$ cat config.mk
export PLATFORM = sky130hd
export DESIGN_NAME = brb_ctrl
export DESIGN_NICKNAME = d
export VERILOG_FILES = /design/src/rtl/brb_pkg.sv /design/src/rtl/brb_ctrl.sv
export SDC_FILE = /design/constraint.sdc
export NUM_CORES = 1
export LEC_CHECK = 0
export BUFFER_PORTS_ARGS = -buffer_cell sky130_fd_sc_hd__buf_2
export CAP_MARGIN = 20
export CORE_AREA = 2 2 39 41
export DETAILED_ROUTE_END_ITERATION = 10
export DIE_AREA = 0 0 41 43
export GPL_TIMING_DRIVEN = 1
export MAX_ROUTING_LAYER = met4
export PLACE_DENSITY = 0.48
export SETUP_SLACK_MARGIN = 0.5
export SLEW_MARGIN = 20
export SYNTH_ARGS = -nofsm -noshare
export SYNTH_HDL_FRONTEND = slang
export SYNTH_SLANG_ARGS = --single-unit
$ cat constraint.sdc
create_clock -name i_clk -period 1.41 [get_ports i_clk]
set_input_delay 0.141 -clock i_clk [delete_from_list [all_inputs] [get_ports i_clk]]
set_output_delay 0.141 -clock i_clk [all_outputs]
set_load 0.02 [all_outputs]
$ cat src/rtl/brb_pkg.sv
`timescale 1ns / 1ps
// ----------------------------------------------------------------------------
// brb_pkg
// Shared constants, codes and control types for the byte ring buffer.
// ----------------------------------------------------------------------------
package brb_pkg;

    localparam int STORE_DEPTH      = 4096;
    localparam int MAX_ACCESS_BYTES = 8;

    localparam int PTR_W      = $clog2(STORE_DEPTH);
    localparam int COUNT_W    = 12;
    localparam int DATA_W     = 64;
    localparam int SPACE_W    = 12;
    localparam int CMD_W      = 3;
    localparam int STATUS_W   = 2;
    localparam int DATA_BYTES = DATA_W / 8;
    localparam int LEFT_W     = $clog2(DATA_BYTES + 1);
    localparam int LANE_W     = $clog2(DATA_BYTES);
    localparam int CMP_W      = ((PTR_W > COUNT_W) ? PTR_W : COUNT_W) + 1;

    typedef enum logic [CMD_W-1:0] {
        CMD_WRITE  = 3'd0,
        CMD_READ   = 3'd1,
        CMD_SKIP   = 3'd2,
        CMD_COMMIT = 3'd3,
        CMD_REWIND = 3'd4,
        CMD_QUERY  = 3'd5
    } t_cmd;

    typedef enum logic [STATUS_W-1:0] {
        ST_OK    = 2'd0,
        ST_SPACE = 2'd1,
        ST_COUNT = 2'd2
    } t_status;

    typedef enum logic [2:0] {
        S_IDLE,
        S_CHECK,
        S_WRITE,
        S_READ,
        S_DRAIN,
        S_DONE
    } t_state;

    typedef struct packed {
        logic load;
        logic check;
        logic wr_step;
        logic rd_step;
        logic load_out;
    } t_dp_cmd;

    typedef struct packed {
        logic go_write;
        logic go_read;
        logic last;
        logic out_free;
    } t_dp_stat;

    function automatic logic [PTR_W-1:0] ptr_inc(input logic [PTR_W-1:0] p);
        logic [PTR_W-1:0] q;
        if (p == PTR_W'(STORE_DEPTH - 1)) begin
            q = '0;
        end else begin
            q = p + PTR_W'(1);
        end
        return q;
    endfunction

endpackage

$ cat src/rtl/brb_ctrl.sv
`timescale 1ns / 1ps
// ----------------------------------------------------------------------------
// brb_ctrl
// Sequencer for the ring buffer: accept, check, byte steps, result.
// ----------------------------------------------------------------------------
module brb_ctrl (
    input  logic              i_clk,
    input  logic              i_rst_n,
    input  logic              i_in_valid,
    input  brb_pkg::t_dp_stat i_stat,
    output logic              o_in_ready,
    output brb_pkg::t_dp_cmd  o_cmd
);

    brb_pkg::t_state r_state;
    brb_pkg::t_state n_state;

    always_ff @(posedge i_clk) begin
        if (!i_rst_n) begin
            r_state <= brb_pkg::S_IDLE;
        end else begin
            r_state <= n_state;
        end
    end

    always_comb begin
        n_state = r_state;
        unique case (r_state)
            brb_pkg::S_IDLE: begin
                if (i_in_valid) n_state = brb_pkg::S_CHECK;
            end
            brb_pkg::S_CHECK: begin
                priority if (i_stat.go_write) n_state = brb_pkg::S_WRITE;
                else if (i_stat.go_read)      n_state = brb_pkg::S_READ;
                else                          n_state = brb_pkg::S_DONE;
            end
            brb_pkg::S_WRITE: begin
                if (i_stat.last) n_state = brb_pkg::S_DONE;
            end
            brb_pkg::S_READ: begin
                if (i_stat.last) n_state = brb_pkg::S_DRAIN;
            end
            brb_pkg::S_DRAIN: begin
                n_state = brb_pkg::S_DONE;
            end
            brb_pkg::S_DONE: begin
                if (i_stat.out_free) n_state = brb_pkg::S_IDLE;
            end
            default: n_state = brb_pkg::S_IDLE;
        endcase
    end

    always_comb begin
        o_in_ready = 1'b0;
        o_cmd      = '0;
        unique case (r_state)
            brb_pkg::S_IDLE: begin
                o_in_ready = 1'b1;
                o_cmd.load = i_in_valid;
            end
            brb_pkg::S_CHECK: o_cmd.check   = 1'b1;
            brb_pkg::S_WRITE: o_cmd.wr_step = 1'b1;
            brb_pkg::S_READ:  o_cmd.rd_step = 1'b1;
            brb_pkg::S_DRAIN: o_cmd         = '0;
            brb_pkg::S_DONE:  o_cmd.load_out = i_stat.out_free;
            default:          o_cmd         = '0;
        endcase
    end

endmodule

==> results.cfg <==
[status]
status = completed

[worst_setup_path]
cp_slowest_cell = dfxtp_4
start_kind = register
cp_num_buf_inv = 0
path_delay_family = simple AND/OR/NAND/NOR gates
cp-end-kind = register
crit_chain = and4bb_2 > or3_4 > o41ai_2
crit_required_ns = 1.54
cp_slowest_stage_delay_ns = 0.37
cp.arrival_ns = 1.45
critPathMaxFanout = 7
rrSetupSlack_ns = 0.1
timing_worst_setup_path_type = reg -> reg

[route]
wl_um = 739
ant_nets = 0
routed_via_density = 4.568
num_vias = 338
drt-pass1-iter-count = 2
remaining_drc_errors = 0
drtIter0Drc = 5
wire_per_inst_um = 9.986

[synthesis]
synth.net_count = 40
netlist_area_um2 = 265.3
synth.distinct_cells = 23
synthCells = 33
ys_seq_area_share_pct = 22.64
ys_top_cells_by_area = dfxtp_1 (23%), o41ai_2 (6.1%), nor3_1 (5.7%)
synthDominantCellAreaShare_pct = 22.64
yosys_warnings = 0
synth_area_per_cell_um2 = 8.038
yosys.area.top_type = dfxtp_1
synth_seq_cells = 3

[cts]
cts_hold_buffers = 0
clockBufferDepth = 2
cts_sinks = 3
root_buffer = clkbuf_4
cts.clk_slew.worst_paths_ns = 0.04
clk_latency_ns = 0.24
cts_made_buffers = 3
htreeDepth = 1
cts_tree = yes

[flow_run]
max-cap-violations = 0

[placement]
port-buffer-count = 12
dp_hpwl_um = 515.1
post_dp_cell_area_um2 = 421.7
gp_routability_congestion = 0.7667

[finish]
antenna_cells = 0
final_area_um2 = 553.0
regMostFlops = r_state
nNetsFinal = 66
syn2layout_area_growth_pct = 108.5
final_core_util_pct = 39.96
layout-drive-gt1-share_pct = 70.69
largest_register_ffs = 3
largestRegisters = r_state (3)

[power_and_ir_drop]
vdd_drop_max_mv = 0.6863
leakage_nw = 0.2418
powerDensity_mw_per_mm2 = 2068
fin_total_pwr_mw = 1.144

[timing]
setup_tns_ns = 0
final_hold_viol_count = 0
fin_worst_hold_slack_ns = 0.1856
fmax_mhz = 761.7
rsz0062_at_grt = yes
finalCritPeriodShare_pct = 93.11
setup_viol = 0
report.final.slew_viol_count = 0
worst_slew_pin_slew_ns = 0.2650
slew_headroom_pct = 82.19
min_period_ns = 1.313
fin_worst_skew_ns = 0.002221

[global_route]
grt_pass1_vias = 291
met3_usage_pct = 1.571
grt_usage_pct = 9.764
use_met2_pct = 15.63
grt_max_degree = 9
use_met1_pct = 9.615
top_usage_layer = met2
grt_pass1_wl_mm = 1.110
grt.overflow.total = 0
antenna_found_initial = 0

[floorplanning]
fp-row-count = 14
ios = 13
core_mm2 = 0.001384
fp.dieH_um = 43
die-area_mm2 = 0.001763
start_util_pct = 19.17
die_w_um = 41

[hold_path]
hold_path.class = in -> reg
[cell usage after synthesis, drive strengths merged]
| library cell | number |
|---|---|
| nor4 | 1 |
| nand2b | 1 |
| and3b | 1 |
| inv | 1 |
| or4b | 1 |
| buf | 3 |
| and4bb | 1 |
| nor3b | 2 |
| o21a | 1 |
| or3 | 1 |
| a21oi | 1 |
| nor3 | 3 |
| nand4b | 1 |
| o21ai | 1 |
| nand2 | 2 |
| or4bb | 1 |
| dfxtp | 3 |
| o41ai | 1 |
| o31ai | 1 |
| nor2 | 4 |
| and2 | 1 |
| a41oi | 1 |
[routing by layer]
metal	wire length (µm)	part of all wire (%)
met1	312	42
met3	30	4.1
met2	377	51
met5	0	0
met4	19	2.6
[layout by cell type, fill, tap and decap left out, drive strengths merged]
master  instances
o21ai           1
buf            24
and2            1
nor4            1
o41ai           1
dfxtp           3
nand2b          1
clkbuf          4
inv             1
or3             1
a41oi           1
nor3b           2
a21oi           1
and3b           1
and4bb          1
o21a            1
nand2           2
nor2            4
or4b            1
nor3            3
nand4b          1
o31ai           1
or4bb           1
[cell type report]
| class | count | area (µm²) |
|---|---|---|
| Fill cell | 143 | 830.8 |
| Inverter | 1 | 3.754 |
| Sequential cell | 3 | 71.32 |
| Tap cell | 16 | 20.02 |
| Clock buffer | 4 | 26.28 |
| Timing Repair Buffer | 24 | 192.7 |
| Multi-Input combinational cell | 26 | 239.0 |
[tightest hold or removal path, stage by stage]
cell and delay (ns):
buf_2 0.09, nand4b_1 0.10, o41ai_2 0.06
[report_power, final]
group | switching (mW) | internal [mW]
clock | 0.0533 | 0.107
sequential | 0.0654 | 0.139
combinational | 0.331 | 0.448
[stage by stage]
step,setup WS (ns),instances
detailed placement,0.1047,64
CTS,0.1105,72
floorplan,0.2031,33
global route,0.05893,74
finish,0.09718,74
global placement,0.07685,64
[repair_timing]
| action | in CTS | in global routing |
|---|---|---|
| gates cloned | 0 | 0 |
| setup endpoints to repair | 9 | 9 |
| pin swaps | 2 | 3 |
| resized for setup | 18 | 1 |
| buffers inserted | 4 | 2 |
[final timing paths]
path / start / endpoint / cells past startpoint
max: r_state[1] / r_state[2] / 3
min: i_rst_n / r_state[2] / 3
max reg2reg: r_state[1] / r_state[2] / 3
min reg2reg: r_state[2] / r_state[2] / 1
[cell families after synthesis]
family	after synthesis	share of synthesized area (%)
simple gates	20	49.06
compound gates	6	18.87
buf+inv	4	9.432
flops	3	22.64
No activity file was read; power rests on OpenSTA's default activity.
